$ cat src/rtl/ihist_pkg.sv
// Shared types, sizes and helpers for the interval histogram.
// No dependencies; every other file but ihist_ram imports this package.
package ihist_pkg;

	localparam int MAX_BINS   = 1024;
	localparam int COUNT_BITS = 32;

	localparam int VAL_W   = 32;
	localparam int WID_W   = 20;
	localparam int CNTR_W  = 11;
	localparam int SEL_W   = 10;
	localparam int FREQ_W  = 32;
	localparam int ADDR_W  = 4;
	localparam int DATA_W  = 32;

	localparam int IDX_W   = (MAX_BINS > 1) ? $clog2(MAX_BINS) : 1;
	localparam int USED_W  = $clog2(MAX_BINS + 1);
	localparam int CMP_W   = (USED_W > CNTR_W) ? USED_W : CNTR_W;
	localparam int PROD_W  = USED_W + WID_W;
	localparam int DIV_W   = (PROD_W > VAL_W) ? PROD_W : VAL_W;
	localparam int STEP_W  = $clog2(IDX_W + 1);

	localparam int Q_DEPTH = 2;
	localparam int Q_PTR_W = 1;
	localparam int Q_CNT_W = 2;

	localparam logic [1:0] CMD_SAMPLE = 2'd0;
	localparam logic [1:0] CMD_READ   = 2'd1;
	localparam logic [1:0] CMD_CLEAR  = 2'd2;

	localparam logic [1:0] REG_START = 2'd0;
	localparam logic [1:0] REG_WIDTH = 2'd1;
	localparam logic [1:0] REG_COUNT = 2'd2;

	localparam logic [VAL_W-1:0]  START_RST = '0;
	localparam logic [WID_W-1:0]  WIDTH_RST = WID_W'(10);
	localparam logic [CNTR_W-1:0] COUNT_RST = CNTR_W'(10);

	typedef logic [IDX_W-1:0]      idx_t;
	typedef logic [COUNT_BITS-1:0] count_t;

	typedef struct packed {
		logic [VAL_W-1:0]  start;
		logic [WID_W-1:0]  width;
		logic [CNTR_W-1:0] count;
	} cfg_t;

	typedef struct packed {
		logic             ram;
		logic             inc;
		logic             clr;
		idx_t             addr;
		logic [SEL_W-1:0] index;
		logic             in_range;
		logic             last;
	} op_t;

	typedef struct packed {
		logic [SEL_W-1:0]  index;
		logic              in_range;
		logic [FREQ_W-1:0] freq;
		logic              last;
	} res_t;

	typedef struct packed {
		logic clearing;
	} back_status_t;

	function automatic count_t bump(input count_t c);
		return (c == '1) ? c : c + count_t'(1);
	endfunction

	function automatic logic [FREQ_W-1:0] report(input count_t c);
		logic [63:0] wide;
		wide = 64'(c);
		return (wide > 64'hFFFF_FFFF) ? '1 : FREQ_W'(wide);
	endfunction

endpackage

$ cat src/rtl/ihist_front.sv
// Front end: accepts commands, bins samples with a bit-serial divider, classifies
// reads and clears, and hands one operation at a time to the operation queue.
// Depends on ihist_pkg.
module ihist_front (
	input  logic                          clk,
	input  logic                          arst_n,
	input  logic                          push,
	output logic                          full,
	input  logic [1:0]                    command,
	input  logic signed [31:0]            sample_value,
	input  logic [9:0]                    bin_select,
	input  ihist_pkg::cfg_t               cfg,
	input  ihist_pkg::back_status_t       status,
	input  logic                          opq_full,
	output logic                          op_push,
	output ihist_pkg::op_t                op
);
	import ihist_pkg::*;

	localparam logic [2:0] F_IDLE = 3'd0;
	localparam logic [2:0] F_MUL  = 3'd1;
	localparam logic [2:0] F_CHK  = 3'd2;
	localparam logic [2:0] F_DIV  = 3'd3;
	localparam logic [2:0] F_PUSH = 3'd4;

	logic [2:0]        state_q;
	logic [1:0]        cmd_q;
	logic [VAL_W:0]    diff_q;
	logic [SEL_W-1:0]  sel_q;
	logic [WID_W-1:0]  wid_q;
	logic [USED_W-1:0] used_q;
	logic [PROD_W-1:0] prod_q;
	logic [DIV_W-1:0]  rem_q;
	idx_t              quo_q;
	logic [STEP_W-1:0] step_q;
	op_t               op_q;

	logic              accept;
	logic [DIV_W-1:0]  divisor;
	logic              fits;
	idx_t              quo_n;
	logic              sel_ok;
	op_t               op_sel;
	op_t               op_div;

	assign full    = (state_q != F_IDLE) || status.clearing;
	assign accept  = push && !full;
	assign op_push = (state_q == F_PUSH) && !opq_full;
	assign op      = op_q;

	assign divisor = DIV_W'(wid_q) << step_q;
	assign fits    = rem_q >= divisor;
	assign quo_n   = (quo_q << 1) | idx_t'(fits);

	assign sel_ok  = CMP_W'(sel_q) < CMP_W'(used_q);

	always_comb begin
		op_sel          = '0;
		op_sel.index    = sel_q;
		op_sel.ram      = sel_ok;
		op_sel.clr      = sel_ok && (cmd_q == CMD_CLEAR);
		op_sel.addr     = idx_t'(sel_q);
		op_sel.in_range = sel_ok;
		op_sel.last     = sel_ok && (CMP_W'(sel_q) == CMP_W'(used_q) - CMP_W'(1));
	end

	always_comb begin
		op_div          = '0;
		op_div.ram      = 1'b1;
		op_div.inc      = 1'b1;
		op_div.addr     = quo_n;
		op_div.index    = SEL_W'(quo_n);
		op_div.in_range = 1'b1;
	end

	always_ff @(posedge clk or negedge arst_n) begin
		if (!arst_n) begin
			state_q <= F_IDLE;
		end else begin
			case (state_q)
				F_IDLE: if (accept) state_q <= F_MUL;
				F_MUL:  state_q <= F_CHK;
				F_CHK: begin
					if (cmd_q == CMD_SAMPLE && !diff_q[VAL_W]
					    && DIV_W'(diff_q[VAL_W-1:0]) < DIV_W'(prod_q)) begin
						state_q <= F_DIV;
					end else begin
						state_q <= F_PUSH;
					end
				end
				F_DIV:  if (step_q == '0) state_q <= F_PUSH;
				F_PUSH: if (!opq_full) state_q <= F_IDLE;
				default: state_q <= F_IDLE;
			endcase
		end
	end

	always_ff @(posedge clk) begin
		case (state_q)
			F_IDLE: begin
				if (accept) begin
					cmd_q  <= command;
					sel_q  <= bin_select;
					diff_q <= {sample_value[VAL_W-1], sample_value}
					          - {cfg.start[VAL_W-1], cfg.start};
					wid_q  <= (cfg.width == '0) ? WID_W'(1) : cfg.width;
					used_q <= (CMP_W'(cfg.count) > CMP_W'(MAX_BINS))
					          ? USED_W'(MAX_BINS) : USED_W'(cfg.count);
				end
			end
			F_MUL: begin
				prod_q <= PROD_W'(used_q) * PROD_W'(wid_q);
			end
			F_CHK: begin
				rem_q  <= DIV_W'(diff_q[VAL_W-1:0]);
				quo_q  <= '0;
				step_q <= STEP_W'(IDX_W - 1);
				if (cmd_q == CMD_READ || cmd_q == CMD_CLEAR) begin
					op_q <= op_sel;
				end else begin
					op_q <= '0;
				end
			end
			F_DIV: begin
				if (fits) begin
					rem_q <= rem_q - divisor;
				end
				quo_q  <= quo_n;
				step_q <= step_q - STEP_W'(1);
				if (step_q == '0) begin
					op_q <= op_div;
				end
			end
			default: begin
			end
		endcase
	end
endmodule

$ cat config.mk
export PLATFORM = sky130hd
export DESIGN_NAME = ihist_front
export DESIGN_NICKNAME = d
export VERILOG_FILES = /design/src/rtl/ihist_pkg.sv /design/src/rtl/ihist_front.sv
export SDC_FILE = /design/constraint.sdc
export NUM_CORES = 1
export LEC_CHECK = 0
export BUFFER_PORTS_ARGS = -buffer_cell sky130_fd_sc_hd__buf_2
export CAP_MARGIN = 10
export CELL_PAD_IN_SITES_DETAIL_PLACEMENT = 1
export CELL_PAD_IN_SITES_GLOBAL_PLACEMENT = 1
export CORE_AREA = 5 5 202 204
export CTS_BUF_LIST = sky130_fd_sc_hd__clkbuf_16
export CTS_CLUSTER_DIAMETER = 200
export DETAILED_ROUTE_END_ITERATION = 7
export DIE_AREA = 0 0 207 209
export GPL_TIMING_DRIVEN = 0
export HOLD_SLACK_MARGIN = 0.03
export PLACE_DENSITY_LB_ADDON = 0.1
export RECOVER_POWER = 100
export SYNTH_ARGS = -nofsm -noshare
export SYNTH_HDL_FRONTEND = slang
export SYNTH_SLANG_ARGS = --single-unit
$ cat constraint.sdc
create_clock -name clk -period 16.83 [get_ports clk]
set_input_delay 0.8415 -clock clk [delete_from_list [all_inputs] [get_ports clk]]
set_output_delay 0.8415 -clock clk [all_outputs]
set_load 0.1 [all_outputs]
==> impl_metrics.env <==
export IMPL_status="finished, violations left"
export IMPL_violations="capacitance limit, slew limit"
export IMPL_clockBufferDepth=2
export IMPL_ios=139
export IMPL_yosys_area_top_type="edfxtp_1"
export IMPL_routed_top_layer="met5"
export IMPL_synth_top_area_share_pct=26.06
export IMPL_rows=73
export IMPL_ys_seq_area_share_pct=26.45
export IMPL_detail_route_antenna_nets=0
export IMPL_wire_per_inst_um=21.05
export IMPL_grt_pass1_wl_mm=91.58
export IMPL_synthAdderAreaFrac_pct=28.63
export IMPL_synth_seq_cells=169
export IMPL_crit_fanout=10
export IMPL_cts_buffers=17
export IMPL_maxCapViolations=2
export IMPL_path_common_cell="fa_1"
export IMPL_nFillCells=4703
export IMPL_via_per_inst=5.722
export IMPL_fp_dieW_um=207
export IMPL_syn_nets=2536
export IMPL_cp_buffers_inverters=6
export IMPL_cp_end_kind="flop"
export IMPL_crit_family="adder cells"
export IMPL_crit_slowest_cell="clkbuf_1"
export IMPL_antenna_found_initial=3
export IMPL_worstPathArrival_ns=7.01
export IMPL_hold_viol_final=0
export IMPL_ys_warnings_count=0
export IMPL_fin_crit_sh_pct=40.49
export IMPL_max_slew_margin_pct=-118.6
export IMPL_tightest_slew_ns=3.278
export IMPL_met3WireLength_mm=3.154
export IMPL_grt_max_degree=55
export IMPL_ctsHoldBuffers=0
export IMPL_cp_start_kind="flop"
export IMPL_cts_htree_levels=4
export IMPL_routed_wl_mm=58.61
export IMPL_grt_pass1_vias=16929
export IMPL_fin_crit_ns=6.814
export IMPL_synth_top_family_by_area="adder cells"
export IMPL_synthToLayoutAreaGrowth_pct=9.595
export IMPL_cts_setup_buffers=0
export IMPL_synth_xor_area_share_pct=3.525
export IMPL_route_detailed_drc=0
export IMPL_wl_met1_mm=25.01
export IMPL_rsz0062_at_grt="false"
export IMPL_gr_total_overflow=0
export IMPL_synth_area_top_cells="edfxtp_1 26%, fa_1 17%, ha_1 12%"
export IMPL_first_iter_violations=874
export IMPL_routabilityCongestion=0.9416
export IMPL_cts_resized=0
export IMPL_vias=15935
export IMPL_synth_cell_type_count=80
export IMPL_core_area_sq_mm=0.03909
export IMPL_cp_data_required_time_ns=17.03
export IMPL_netlist_instances=2084
export IMPL_clock_fmax_mhz=146.7
export IMPL_finClkSkew_ns=0.01077
export IMPL_synth_edf_count=166
export IMPL_final_setup_tns_ns=0
export IMPL_muxShareOfSynthArea_pct=2.296
export IMPL_dieArea_sq_mm=0.04326
export IMPL_path_cells="clkbuf_1 -> clkbuf_1 -> nand2_1 -> fa_1 -> inv_1 -> fa_1 -> fa_1 -> fa_1 -> inv_1 -> fa_1 -> inv_1 -> ha_1 -> clkbuf_1 -> and4_1 -> and3_1 -> a21oi_1 -> nand3b_1 -> a21oi_1 -> nor3_1 -> o211a_1 -> or3_1"
export IMPL_hold_class="in2async"
export IMPL_ys_flop_type="edfxtp_1"
export IMPL_synth_simple_gate_area_share_pct=16.33
export IMPL_setup_viol=0
export IMPL_io_buffers=137
export IMPL_cts_tree="done"
export IMPL_drive_gt1_share_pct=7.212
export IMPL_synth_avg_cell_area_sq_um=9.180
export IMPL_cts_sinks=169
export IMPL_antenna_cells=0
export IMPL_cts_root_buf="clkbuf_16"
export IMPL_detail_route_first_pass_iterations=5
export IMPL_grt_total_usage_pct=26.62
export IMPL_synthArstFlopShare_pct=1.775
export IMPL_path_clk_slew_ns=0.07
export IMPL_hpwl_mm=48.13
export IMPL_critPathMaxStageDelay_ns=0.67
export IMPL_die_h_um=209
export IMPL_synth_compound_area_share_pct=13.97
export IMPL_critPathKind="reg2reg"
export IMPL_nets=2699
export IMPL_routed_wl_met2_mm=28.92
export IMPL_initial_core_util_pct=48.94
export IMPL_syn_area_sq_mm=0.01913
export IMPL_clk_latency_ns=0.46
export IMPL_slew_violations=80
==> final timing paths <==
| path | endpoint | start | slack (ns) | cells past startpoint |
|---|---|---|---|---|
| setup / recovery | prod_q[30] | used_q[5] | 10.02 | 21 |
| hold / removal | state_q[2] | arst_n | 0.23 | 1 |
| setup reg to reg | prod_q[30] | used_q[5] | 10.02 | 21 |
| hold reg to reg | op[21] | quo_q[8] | 0.53 | 2 |
| max in group asynchronous | state_q[0] | arst_n | 16.39 | 1 |
| min in group clk | op[21] | quo_q[8] | 0.53 | 2 |
==> logic make-up (layout without fill, tap and decap cells) <==
group           after synthesis  after routing
xor+xnor                     77             77
buf+inv                     433            609
fa+ha+maj                   340            340
simple gates                635            635
compound gates              399            399
mux                          31             31
flops                       169            169
==> area by class of cell <==
class / instances / area (sq um) / area share [%]
clock inverters: 15 / 176.4 / 0.8414
clock buffers: 17 / 425.4 / 2.029
repair buffers: 144 / 653.1 / 3.115
flip-flops and latches: 169 / 5060 / 24.13
well taps: 525 / 656.9 / 3.133
plain buffers: 127 / 533.0 / 2.542
inverters: 306 / 1149 / 5.478
multi-input cells: 1482 / 12310 / 58.73
==> state kept, by name, summed over array words and instances (netlist names), 4 cells and up <==
signal  flops
diff_q     33
rem_q      32
prod_q     31
wid_q      20
op         14
used_q     11
sel_q      10
quo_q       9
step_q      4
==> cells in the mapped netlist, types with 18 or more instances <==
| cell type | instances |
|---|---|
| and2_1 | 92 |
| clkbuf_1 | 106 |
| nand2_1 | 253 |
| and3_1 | 21 |
| edfxtp_1 | 166 |
| xor2_1 | 27 |
| mux2i_1 | 18 |
| o21ai_0 | 79 |
| xnor2_1 | 50 |
| a21o_1 | 51 |
| nand3_1 | 31 |
| ha_1 | 177 |
| nor3_1 | 42 |
| nor2b_1 | 30 |
| fa_1 | 163 |
| inv_1 | 303 |
| a21oi_1 | 97 |
| nor2_1 | 74 |
| a211oi_1 | 20 |
| nand4_1 | 20 |
==> placed cells by master (no fill, tap or decap), types with 20 or more instances in the layout <==
cell / Yosys / routed
o21ai_0: 79 / 86
nor3_1: 42 / 42
ha_1: 177 / 177
nor2b_1: 30 / 30
fa_1: 163 / 163
and2_1: 92 / 87
edfxtp_1: 166 / 166
a21o_1: 51 / 51
nand3_1: 31 / 31
a21oi_1: 97 / 99
xnor2_1: 50 / 50
a211oi_1: 20 / 21
clkbuf_1: 106 / 162
inv_1: 303 / 305
nor2_1: 74 / 74
buf_2: 7 / 96
nand4_1: 20 / 20
nand2_1: 253 / 253
and3_1: 21 / 21
xor2_1: 27 / 27
==> metal layers <==
metal,vias to the layer above,GRT usage (%)
met5,-,0
met2,385,45.88
met4,2,7.980
met1,8075,34.77
met3,88,4.294
li1,7385,-
==> stage by stage <==
stage / area [sq um] / util, % / hold slack, ns / setup WS, ns / cells
after floorplan: 19130 / - / 0.4836 / 10.67 / 2084
after global placement: 20470 / 52.37 / 0.5036 / 8.066 / 2746
after detailed placement: 20590 / 52.68 / 0.5185 / 10.09 / 2752
after CTS: 21200 / 54.22 / 0.1726 / 10.06 / 2784
after global routing: 20970 / 53.63 / 0.2230 / 9.640 / 2785
final: 20970 / 53.63 / 0.2294 / 10.02 / 2785
Power is not shown: default switching activity piles up to over one toggle a cycle in this logic, so the estimate is an artifact.
