===== src/rtl/ihist_pkg.sv =====
// Shared types, sizes and helpers for the interval histogram.
// No dependencies; every other file but ihist_ram imports this package.
package ihist_pkg;

	localparam int MAX_BINS   = 1024;
	localparam int COUNT_BITS = 32;

	localparam int VAL_W   = 32;
	localparam int WID_W   = 20;
	localparam int CNTR_W  = 11;
	localparam int SEL_W   = 10;
	localparam int FREQ_W  = 32;
	localparam int ADDR_W  = 4;
	localparam int DATA_W  = 32;

	localparam int IDX_W   = (MAX_BINS > 1) ? $clog2(MAX_BINS) : 1;
	localparam int USED_W  = $clog2(MAX_BINS + 1);
	localparam int CMP_W   = (USED_W > CNTR_W) ? USED_W : CNTR_W;
	localparam int PROD_W  = USED_W + WID_W;
	localparam int DIV_W   = (PROD_W > VAL_W) ? PROD_W : VAL_W;
	localparam int STEP_W  = $clog2(IDX_W + 1);

	localparam int Q_DEPTH = 2;
	localparam int Q_PTR_W = 1;
	localparam int Q_CNT_W = 2;

	localparam logic [1:0] CMD_SAMPLE = 2'd0;
	localparam logic [1:0] CMD_READ   = 2'd1;
	localparam logic [1:0] CMD_CLEAR  = 2'd2;

	localparam logic [1:0] REG_START = 2'd0;
	localparam logic [1:0] REG_WIDTH = 2'd1;
	localparam logic [1:0] REG_COUNT = 2'd2;

	localparam logic [VAL_W-1:0]  START_RST = '0;
	localparam logic [WID_W-1:0]  WIDTH_RST = WID_W'(10);
	localparam logic [CNTR_W-1:0] COUNT_RST = CNTR_W'(10);

	typedef logic [IDX_W-1:0]      idx_t;
	typedef logic [COUNT_BITS-1:0] count_t;

	typedef struct packed {
		logic [VAL_W-1:0]  start;
		logic [WID_W-1:0]  width;
		logic [CNTR_W-1:0] count;
	} cfg_t;

	typedef struct packed {
		logic             ram;
		logic             inc;
		logic             clr;
		idx_t             addr;
		logic [SEL_W-1:0] index;
		logic             in_range;
		logic             last;
	} op_t;

	typedef struct packed {
		logic [SEL_W-1:0]  index;
		logic              in_range;
		logic [FREQ_W-1:0] freq;
		logic              last;
	} res_t;

	typedef struct packed {
		logic clearing;
	} back_status_t;

	function automatic count_t bump(input count_t c);
		return (c == '1) ? c : c + count_t'(1);
	endfunction

	function automatic logic [FREQ_W-1:0] report(input count_t c);
		logic [63:0] wide;
		wide = 64'(c);
		return (wide > 64'hFFFF_FFFF) ? '1 : FREQ_W'(wide);
	endfunction

endpackage


===== src/rtl/ihist_opq.sv =====
// Two-entry operation queue between the front end and the counter back end.
// Depends on ihist_pkg.
module ihist_opq (
	input  logic           clk,
	input  logic           arst_n,
	input  logic           wr,
	input  ihist_pkg::op_t wdata,
	output logic           q_full,
	input  logic           rd,
	output ihist_pkg::op_t rdata,
	output logic           q_empty
);
	import ihist_pkg::*;

	op_t                mem_q [Q_DEPTH];
	logic [Q_PTR_W-1:0] wp_q;
	logic [Q_PTR_W-1:0] rp_q;
	logic [Q_CNT_W-1:0] cnt_q;
	logic               do_wr;
	logic               do_rd;

	assign q_full  = cnt_q == Q_CNT_W'(Q_DEPTH);
	assign q_empty = cnt_q == '0;
	assign do_wr   = wr && !q_full;
	assign do_rd   = rd && !q_empty;
	assign rdata   = mem_q[rp_q];

	always_ff @(posedge clk or negedge arst_n) begin
		if (!arst_n) begin
			wp_q  <= '0;
			rp_q  <= '0;
			cnt_q <= '0;
		end else begin
			if (do_wr) wp_q <= wp_q + Q_PTR_W'(1);
			if (do_rd) rp_q <= rp_q + Q_PTR_W'(1);
			if (do_wr && !do_rd) begin
				cnt_q <= cnt_q + Q_CNT_W'(1);
			end else if (do_rd && !do_wr) begin
				cnt_q <= cnt_q - Q_CNT_W'(1);
			end
		end
	end

	always_ff @(posedge clk) begin
		if (do_wr) begin
			mem_q[wp_q] <= wdata;
		end
	end
endmodule


===== config.mk =====
export PLATFORM = sky130hd
export DESIGN_NAME = ihist_opq
export DESIGN_NICKNAME = d
export VERILOG_FILES = /design/src/rtl/ihist_pkg.sv /design/src/rtl/ihist_opq.sv
export SDC_FILE = /design/constraint.sdc
export NUM_CORES = 1
export LEC_CHECK = 0
export ABC_AREA = 1
export CAP_MARGIN = 40
export CORE_ASPECT_RATIO = 1.1
export CORE_MARGIN = 10
export CORE_UTILIZATION = 45
export CTS_CLUSTER_SIZE = 16
export DETAILED_ROUTE_END_ITERATION = 12
export DONT_BUFFER_PORTS = 1
export PLACE_DENSITY = 0.67
export SYNTH_ARGS = -nofsm -noshare
export SYNTH_HDL_FRONTEND = slang
export SYNTH_SLANG_ARGS = --single-unit
export TNS_END_PERCENT = 20

===== constraint.sdc =====
create_clock -name clk -period 2.9 [get_ports clk]
set_input_delay 0.725 -clock clk [delete_from_list [all_inputs] [get_ports clk]]
set_output_delay 0.725 -clock clk [all_outputs]
set_load 0.05 [all_outputs]

==> results of run 1 <==
==> Yosys cell counts, drive strengths merged <==
cell type	instances	area share
dfrtp	4	0.049
nand2	84	0.15
buf	5	0.019
nand4	1	0.0030
nand3	1	0.0024
ha	1	0.0061
inv	8	0.015
xnor2	1	0.0043
o21ai	2	0.0049
nand3b	1	0.0037
edfxtp	50	0.73
nor2	4	0.0097
==> state kept, by name (all words and copies together) (netlist names) <==
name   flops
mem_q     50
cnt_q      2
rp_q       1
wp_q       1
==> metrics by stage <==
step | hold slack (ns) | cells
after floorplan | 0.429 | 162
after global placement | 0.430 | 217
after detailed placement | 0.430 | 217
after CTS | 0.0990 | 225
after global routing | 0.0948 | 225
final | 0.109 | 225
==> how the worst max path moves through the flow <==
| stage | start | to | cells after the start |
|---|---|---|---|
| 2_1_floorplan | wr | mem_q[1][0] | 2 |
| 3_3_place_gp | wr | mem_q[0][14] | 5 |
| 3_5_place_dp | wr | mem_q[0][11] | 5 |
| 4_1_cts | rp_q | rdata[4] | 3 |
| 5_1_grt | rp_q | rdata[5] | 3 |
| 6_report | rp_q | rdata[3] | 3 |
==> worst max-delay path, delay by kind of cell (launching register included) <==
kind | cells | cell delay [ns]
buffers and inverters | 1 | 0.33
DFF | 1 | 0.40
and+or+nand+nor | 2 | 0.49
==> cells by family (layout without fill, tap and decap cells) <==
logic type      after synthesis  after routing  synth area share
buf+inv                      13             22            0.0341
simple gates                 91             91             0.172
compound gates                2              2           0.00487
flops                        54             54             0.779
fa+ha+maj                     1              1           0.00608
xor+xnor                      1              1           0.00426
==> layout make-up <==
class                   instances  area [µm²]
multi-input cells              95         388
clock buffers                   6        82.6
well taps                      54        67.6
flip-flops and latches         54        1600
clock inverters                 2        12.5
repair buffers                  6        45.0
fillers                       383        2120
inverters                       8        30.0
==> routing by layer <==
metal | GRT usage | vias to the layer above | wire length, µm
li1 | - | 546 | -
met1 | 0.0895 | 483 | 1350
met2 | 0.180 | 29 | 2000
met3 | 0.0496 | 5 | 366
met4 | 0.0371 | 0 | 42
met5 | 0 | - | 0
==> cell usage in the layout (no fill, tap or decap) <==
cell type	synthesis	routed
inv_1	7	7
inv_2	1	1
o21ai_0	2	2
nand2_1	84	84
ha_1	1	1
edfxtp_1	50	50
clkinvlp_4	0	1
nand4_1	1	1
nor2_1	2	1
buf_4	1	6
dfrtp_1	4	4
nand3b_1	1	1
clkbuf_8	0	6
clkinv_2	0	1
xnor2_1	1	1
nor2_2	2	3
nand3_1	1	1
==> flow_summary.toml, run 1 <==
[timing]
fin_setup_tns_ns = 0
slew_violations = 0
worst_pin_slew_ns = 0.495
max_clock_freq_mhz = 445
hold_viol = 0
slew_headroom = 0.669
finalClockSkew_ns = 0.0105
setup_viol = 0
finalCritPeriodShare = 0.774
rsz0062_at_grt = "false"
finalCriticalPeriod_ns = 2.24
worst_slack_ns = 0.655

[final_layout]
drive_above_1_share = 0.105
synthToLayoutAreaGrowth_pct = 8.27
fin_util = 0.512
nets = 200
design_area_um2 = 2230
diodes = 0

[yosys]
ys_ff_latch = 54
avgSynthCellArea_um2 = 12.7
synthCells = 162
synth.distinct_cells = 16
yosys_warnings = 0
synth_nets = 192
syn-cell-area_um2 = 2060
synth-seq-area-share = 0.779

[setup_path]
path_cells = "inv_2 > nand2_1 > nand2_1"
r2r_cells = 7
cpMostUsedCell = "nand2_1"
cp-end-kind = "primary output"
r2r-start = "cnt_q[1]"
reg2reg_slack_ns = 0.93
max_stage_delay_ns = 0.40
r2r_end = "mem_q[0][20]"
critPathArrivalTime_ns = 1.52
start_kind = "register"
cp_slowest_cell = "dfrtp_1"
critical_path_class = "reg2out"
crit_required_ns = 2.17
cp_max_fo = 26

[drt]
drt-pass1-iter-count = 4
via_per_inst = 4.72
drc = 0
wire_per_inst_um = 16.7
drtIter0Drc = 144
routed-via-count = 1063
ant_nets = 0
routed_wl_um = 3760

[cts]
cts_buffers = 5
cts_root_buf = "clkbuf_8"
post-cts-setup-buffers = 0
ctsResizeCount = 0
cts_sinks = 54
tritoncts = "done"
path_clk_slew_ns = 0.09
cts.path.max_buffers = 2
clk_latency_ns = 0.30
cts_hold_buf = 0
cts_max_level = 2

[global_routing]
antenna_found_initial = 0
grt_overflow = 0
grt_util_all_layers = 0.0980
grt_pass1_wl_um = 5930
grt_pass1_vias = 1149
grt_max_degree = 27

[die]
die_w_um = 84.5
coreArea_um2 = 4350
ios = 56
rows = 25
dieArea_um2 = 7680
dieHeight_um = 90.9
initial_core_util = 0.473

[placed_design]
post_dp_cell_area_um2 = 2130
pre_cts_ws_ns = 0.893
place_congestion = 0.668
portBuffers = 0
hpwlAfterDp_um = 2810

[status]
status = "complete, no violations"

[worst_hold_path]
min_path_type = "in2async"

[job]
maxCapViolCount = 0
Power of run 1 is left out: the tool's default activity adds up to more than one toggle a clock period on the data nets, which glitch-free logic cannot reach.
==> run 2, diff against run 1 <==
==> constraint.sdc (replaced) <==
create_clock -name clk -period 2.3 [get_ports clk]
set_input_delay 0.575 -clock clk [delete_from_list [all_inputs] [get_ports clk]]
set_output_delay 0.575 -clock clk [all_outputs]
set_load 0.05 [all_outputs]
==> flow_summary.toml, run 2 (synthesized netlist as in run 1, its figures left out) <==
[setup_path]
start_kind = "register"
cp_max_fo = 26
max_stage_delay_ns = 0.40
cp-end-kind = "primary output"
path_cells = "inv_2 > nand2_1 > nand2_1 > buf_12"
cp_slowest_cell = "dfrtp_1"
crit_family = "buffers and inverters"
critPathArrivalTime_ns = 1.42
path_buf_inv = 2
crit_required_ns = 1.73
cpMostUsedCell = "nand2_1"
critical_path_class = "reg2out"

[die]
dieArea_um2 = 7680
dieHeight_um = 90.9
initial_core_util = 0.473
die_w_um = 84.5
coreArea_um2 = 4350
rows = 25
ios = 56

[placed_design]
hpwlAfterDp_um = 3090
place_congestion = 0.659
portBuffers = 0

[timing]
finalCritPeriodShare = 0.866
hold_viol = 0
max_clock_freq_mhz = 502
rsz0062_at_grt = "false"
fin_setup_tns_ns = 0
slew_headroom = 0.705
setup_viol = 0
finalCriticalPeriod_ns = 1.99
slew_violations = 0
finalClockSkew_ns = 0.00398
holdWs_ns = 0.369
worst_pin_slew_ns = 0.442

[global_routing]
grt_util_met3 = 0.0542
grt_util_all_layers = 0.110
grt_max_degree = 27
grtUsageMet2 = 0.209
antenna_found_initial = 0
grt_pass1_wl_um = 6730
grt_overflow = 0
grt-busiest-layer = "met2"
grt_util_met1 = 0.0969
grt_pass1_vias = 1303

[pwr]
switching_share = 0.416
net-switching-power_mw = 1.94
power_frac_clock = 0.128
p_comb_frac = 0.567
powerDensity_nw_per_um2 = 1690
p_int_mw = 2.73
ir_drop_mv = 1.19
p_leak_nw = 1.15
power_frac_seq = 0.305

[status]
status = "complete, no violations"

[drt]
routed-via-count = 1241
wire_per_inst_um = 16.4
routed_wl_um = 4130
via_per_inst = 4.92
drc = 0
ant_nets = 0
drt-pass1-iter-count = 4
drtIter0Drc = 44

[final_layout]
layout_commonest_cell = "nand2_1"
top_regs = "mem_q: 50 flops, cnt_q: 2 flops"
largest_register = "mem_q"
final_cell_mix = "84 x nand2_1, 50 x edfxtp_1, 25 x buf_12"
synthToLayoutAreaGrowth_pct = 34.2
nets = 227
drive_above_1_share = 0.217
diodes = 0
largest_reg_flops = 50

[cts]
cts_buffers = 5
cts.path.max_buffers = 2
clk_latency_ns = 0.29
cts_max_level = 2
path_clk_slew_ns = 0.09
cts_sinks = 54
cts_root_buf = "clkbuf_8"
cts_hold_buf = 1
ctsResizeCount = 0
tritoncts = "done"
post-cts-setup-buffers = 0

[worst_hold_path]
min_path_type = "in2reg"

[job]
maxCapViolCount = 0
run 2: layout make-up:
| cell class | instances | area (µm²) |
|---|---|---|
| inverter | 8 | 30.0 |
| fill | 314 | 1590 |
| tap | 54 | 67.6 |
| clock inverter | 2 | 37.5 |
| clock buffer | 6 | 72.6 |
| timing repair buffer | 33 | 563 |
| multi-input combinational | 95 | 388 |
| sequential | 54 | 1600 |
run 2: worst paths after layout:
check	startpoint	end	slack (ns)	cells past startpoint
worst max register to register	cnt_q[1]	mem_q[0][17]	0.83	6
worst min register to register	wp_q	wp_q	0.51	2
worst min-delay path	wdata[22]	mem_q[1][22]	0.37	0
worst max-delay path	rp_q	rdata[24]	0.31	4
min in group asynchronous	arst_n	wp_q	0.55	1
max in group asynchronous	arst_n	rp_q	1.58	1
run 2: worst reg2reg max path: cells and delay by family, from the launching register on:
kind / cells / cell delay, ns
buffers and inverters: 3 / 0.45
DFF: 1 / 0.42
and+or+nand+nor: 3 / 0.28
run 2: power by group through the flow:
stage / clock network (mW) / registers (mW) / logic [mW]
floorplan: 0 / 1.43 / 1.45
global placement: 0 / 1.43 / 2.63
detailed placement: 0 / 1.45 / 2.68
CTS: 0.616 / 1.43 / 2.69
global route: 0.654 / 1.45 / 2.80
finish: 0.600 / 1.43 / 2.65
run 2: through the flow:
step / cell area, µm² / cells / util / worst slack [ns] / power (mW)
finish: 2760 / 252 / 0.635 / 0.309 / 4.68
global route: 2760 / 252 / 0.635 / 0.168 / 4.91
detailed placement: 2640 / 243 / 0.607 / 0.613 / 4.13
floorplan: 2060 / 162 / - / 0.146 / 2.87
CTS: 2760 / 252 / 0.635 / 0.270 / 4.73
global placement: 2640 / 243 / 0.607 / 0.674 / 4.06
run 2: metal layers:
layer  vias to the layer above  wire [µm]
met1                       594       1290
met4                         0         28
li1                        601          -
met2                        42       2450
met3                         4        369
met5                         -          0
No activity file was read; power rests on OpenSTA's default activity.
==> run 3, diff against run 2 <==
--- a/config.mk
+++ b/config.mk
@@ -7,7 +7,7 @@
 export LEC_CHECK = 0
 export ABC_AREA = 1
 export CAP_MARGIN = 40
-export CORE_ASPECT_RATIO = 1.1
+export CORE_ASPECT_RATIO = 1.75
 export CORE_MARGIN = 10
 export CORE_UTILIZATION = 45
 export CTS_CLUSTER_SIZE = 16
==> flow_summary.toml, run 3 (synthesized netlist as in run 1, its figures left out) <==
[timing]
max_clock_freq_mhz = 537
finalCritPeriodShare = 0.810
hold_viol = 0
setup_viol = 0
slew_headroom = 0.696
rsz0062_at_grt = "false"
fin_setup_tns_ns = 0
slew_violations = 0
worst_pin_slew_ns = 0.456
finalClockSkew_ns = 0.00671
finalCriticalPeriod_ns = 1.86

[global_routing]
grt_max_degree = 18
grt_pass1_wl_um = 6600
grt_util_met1 = 0.0882
antenna_found_initial = 0
grt_util_all_layers = 0.110
grt_util_met3 = 0.0623
grt_pass1_vias = 1316
grt_overflow = 0
grtUsageMet2 = 0.208
grt-busiest-layer = "met2"

[die]
dieArea_um2 = 7780
ios = 56
dieHeight_um = 109
rows = 32
die_w_um = 71.1
initial_core_util = 0.467
coreArea_um2 = 4400

[drt]
drc = 0
routed-via-count = 1217
wire_per_inst_um = 16.8
ant_nets = 0
via_per_inst = 4.83
drtIter0Drc = 31
drt-pass1-iter-count = 4
routed_wl_um = 4240

[job]
maxCapViolCount = 0

[final_layout]
largest_register = "mem_q"
layout_commonest_cell = "nand2_1"
synthToLayoutAreaGrowth_pct = 33.6
layout.area.seq_um2 = 1600
diodes = 0
nets = 230
fill_cells = 333
drive_above_1_share = 0.219
final_cell_mix = "84 x nand2_1, 50 x edfxtp_1, 25 x buf_12"
multiInputGateArea_um2 = 388
largest_reg_flops = 50
top_regs = "mem_q: 50 flops, cnt_q: 2 flops"

[cts]
cts_sinks = 54
ctsResizeCount = 0
clk_latency_ns = 0.30
cts_buffers = 5
cts_max_level = 2
cts.path.max_buffers = 2
path_clk_slew_ns = 0.09
cts_root_buf = "clkbuf_8"
tritoncts = "done"

[pwr]
net-switching-power_mw = 1.95
ir_drop_mv = 1.05
p_leak_nw = 1.15
switching_share = 0.424
total_power_mw = 4.59
powerDensity_nw_per_um2 = 1670
p_int_mw = 2.65
p_comb_frac = 0.585
power_frac_seq = 0.311
power_frac_clock = 0.104

[setup_path]
reg2reg_slack_ns = 0.49
cp-startpoint = "rp_q"
r2r_cells = 7
start_kind = "register"
r2r_end = "mem_q[0][20]"
critPathArrivalTime_ns = 1.29
r2r-start = "cnt_q[1]"
crit_required_ns = 1.73
critPathCapture = "rdata[3]"
cp_max_fo = 12
cp-end-kind = "primary output"
critical_path_class = "reg2out"

[placed_design]
place_congestion = 0.782
portBuffers = 0
hpwlAfterDp_um = 3380

[status]
status = "complete, no violations"

[worst_hold_path]
min_path_type = "in2reg"
run 3: cell types whose count changed in the layout (fill, tap and decap cells not counted), sizes merged:
cell / delta
buf: +3
clkinvlp: -1
bufinv: -1
clkinv: +3
clkbuf: -1
run 3: worst min-delay path by stage:
stage	start	to	slack, ns	depth (start not counted)
floorplan	arst_n	cnt_q[0]	0.28	0
global placement	arst_n	wp_q	0.28	0
detailed placement	arst_n	wp_q	0.28	0
CTS	wdata[4]	mem_q[0][4]	0.36	0
global route	wdata[5]	mem_q[0][5]	0.35	0
finish	wdata[4]	mem_q[0][4]	0.36	0
run 3: metrics by stage:
| step | util | setup WS [ns] | hold slack (ns) | cells | cell area, µm² |
|---|---|---|---|---|---|
| after global routing | 0.624 | 0.325 | 0.345 | 252 | 2750 |
| after CTS | 0.624 | 0.415 | 0.355 | 252 | 2750 |
| final | 0.624 | 0.436 | 0.363 | 252 | 2750 |
| after floorplan | - | 0.146 | 0.279 | 162 | 2060 |
| after global placement | 0.604 | 0.604 | 0.280 | 243 | 2660 |
| after detailed placement | 0.604 | 0.491 | 0.280 | 243 | 2660 |
run 3: routing by layer:
layer / share of wire / vias up
met5: 0 / -
met1: 0.32 / 560
li1: - / 608
met3: 0.11 / 5
met2: 0.55 / 44
met4: 0.017 / 0
run 3: power groups by stage:
stage	sequential [mW]	combinational, mW	clock (mW)
floorplan	1.43	1.45	0
global placement	1.43	2.67	0
detailed placement	1.45	2.72	0
CTS	1.43	2.73	0.488
global route	1.45	2.83	0.527
finish	1.43	2.69	0.477
run 3: critical path: stages, from the launching register on:
cell and delay [ns]:
dfrtp_1 0.41, inv_2 0.06, buf_4 0.18, nand2_1 0.06
nand2_1 0.12, buf_12 0.15
run 3: what timing repair did:
item	in CTS	in global routing
hold buffers	1	0
hold endpoints to repair	4	0
setup buffers	0	0
run 3: area by class of cell:
type / count / share of cell area
Clock buffer: 5 / 0.0250
Clock inverter: 3 / 0.00410
Inverter: 8 / 0.0109
Multi-Input combinational cell: 95 / 0.141
Sequential cell: 54 / 0.583
Tap cell: 51 / 0.0232
Timing Repair Buffer: 36 / 0.213
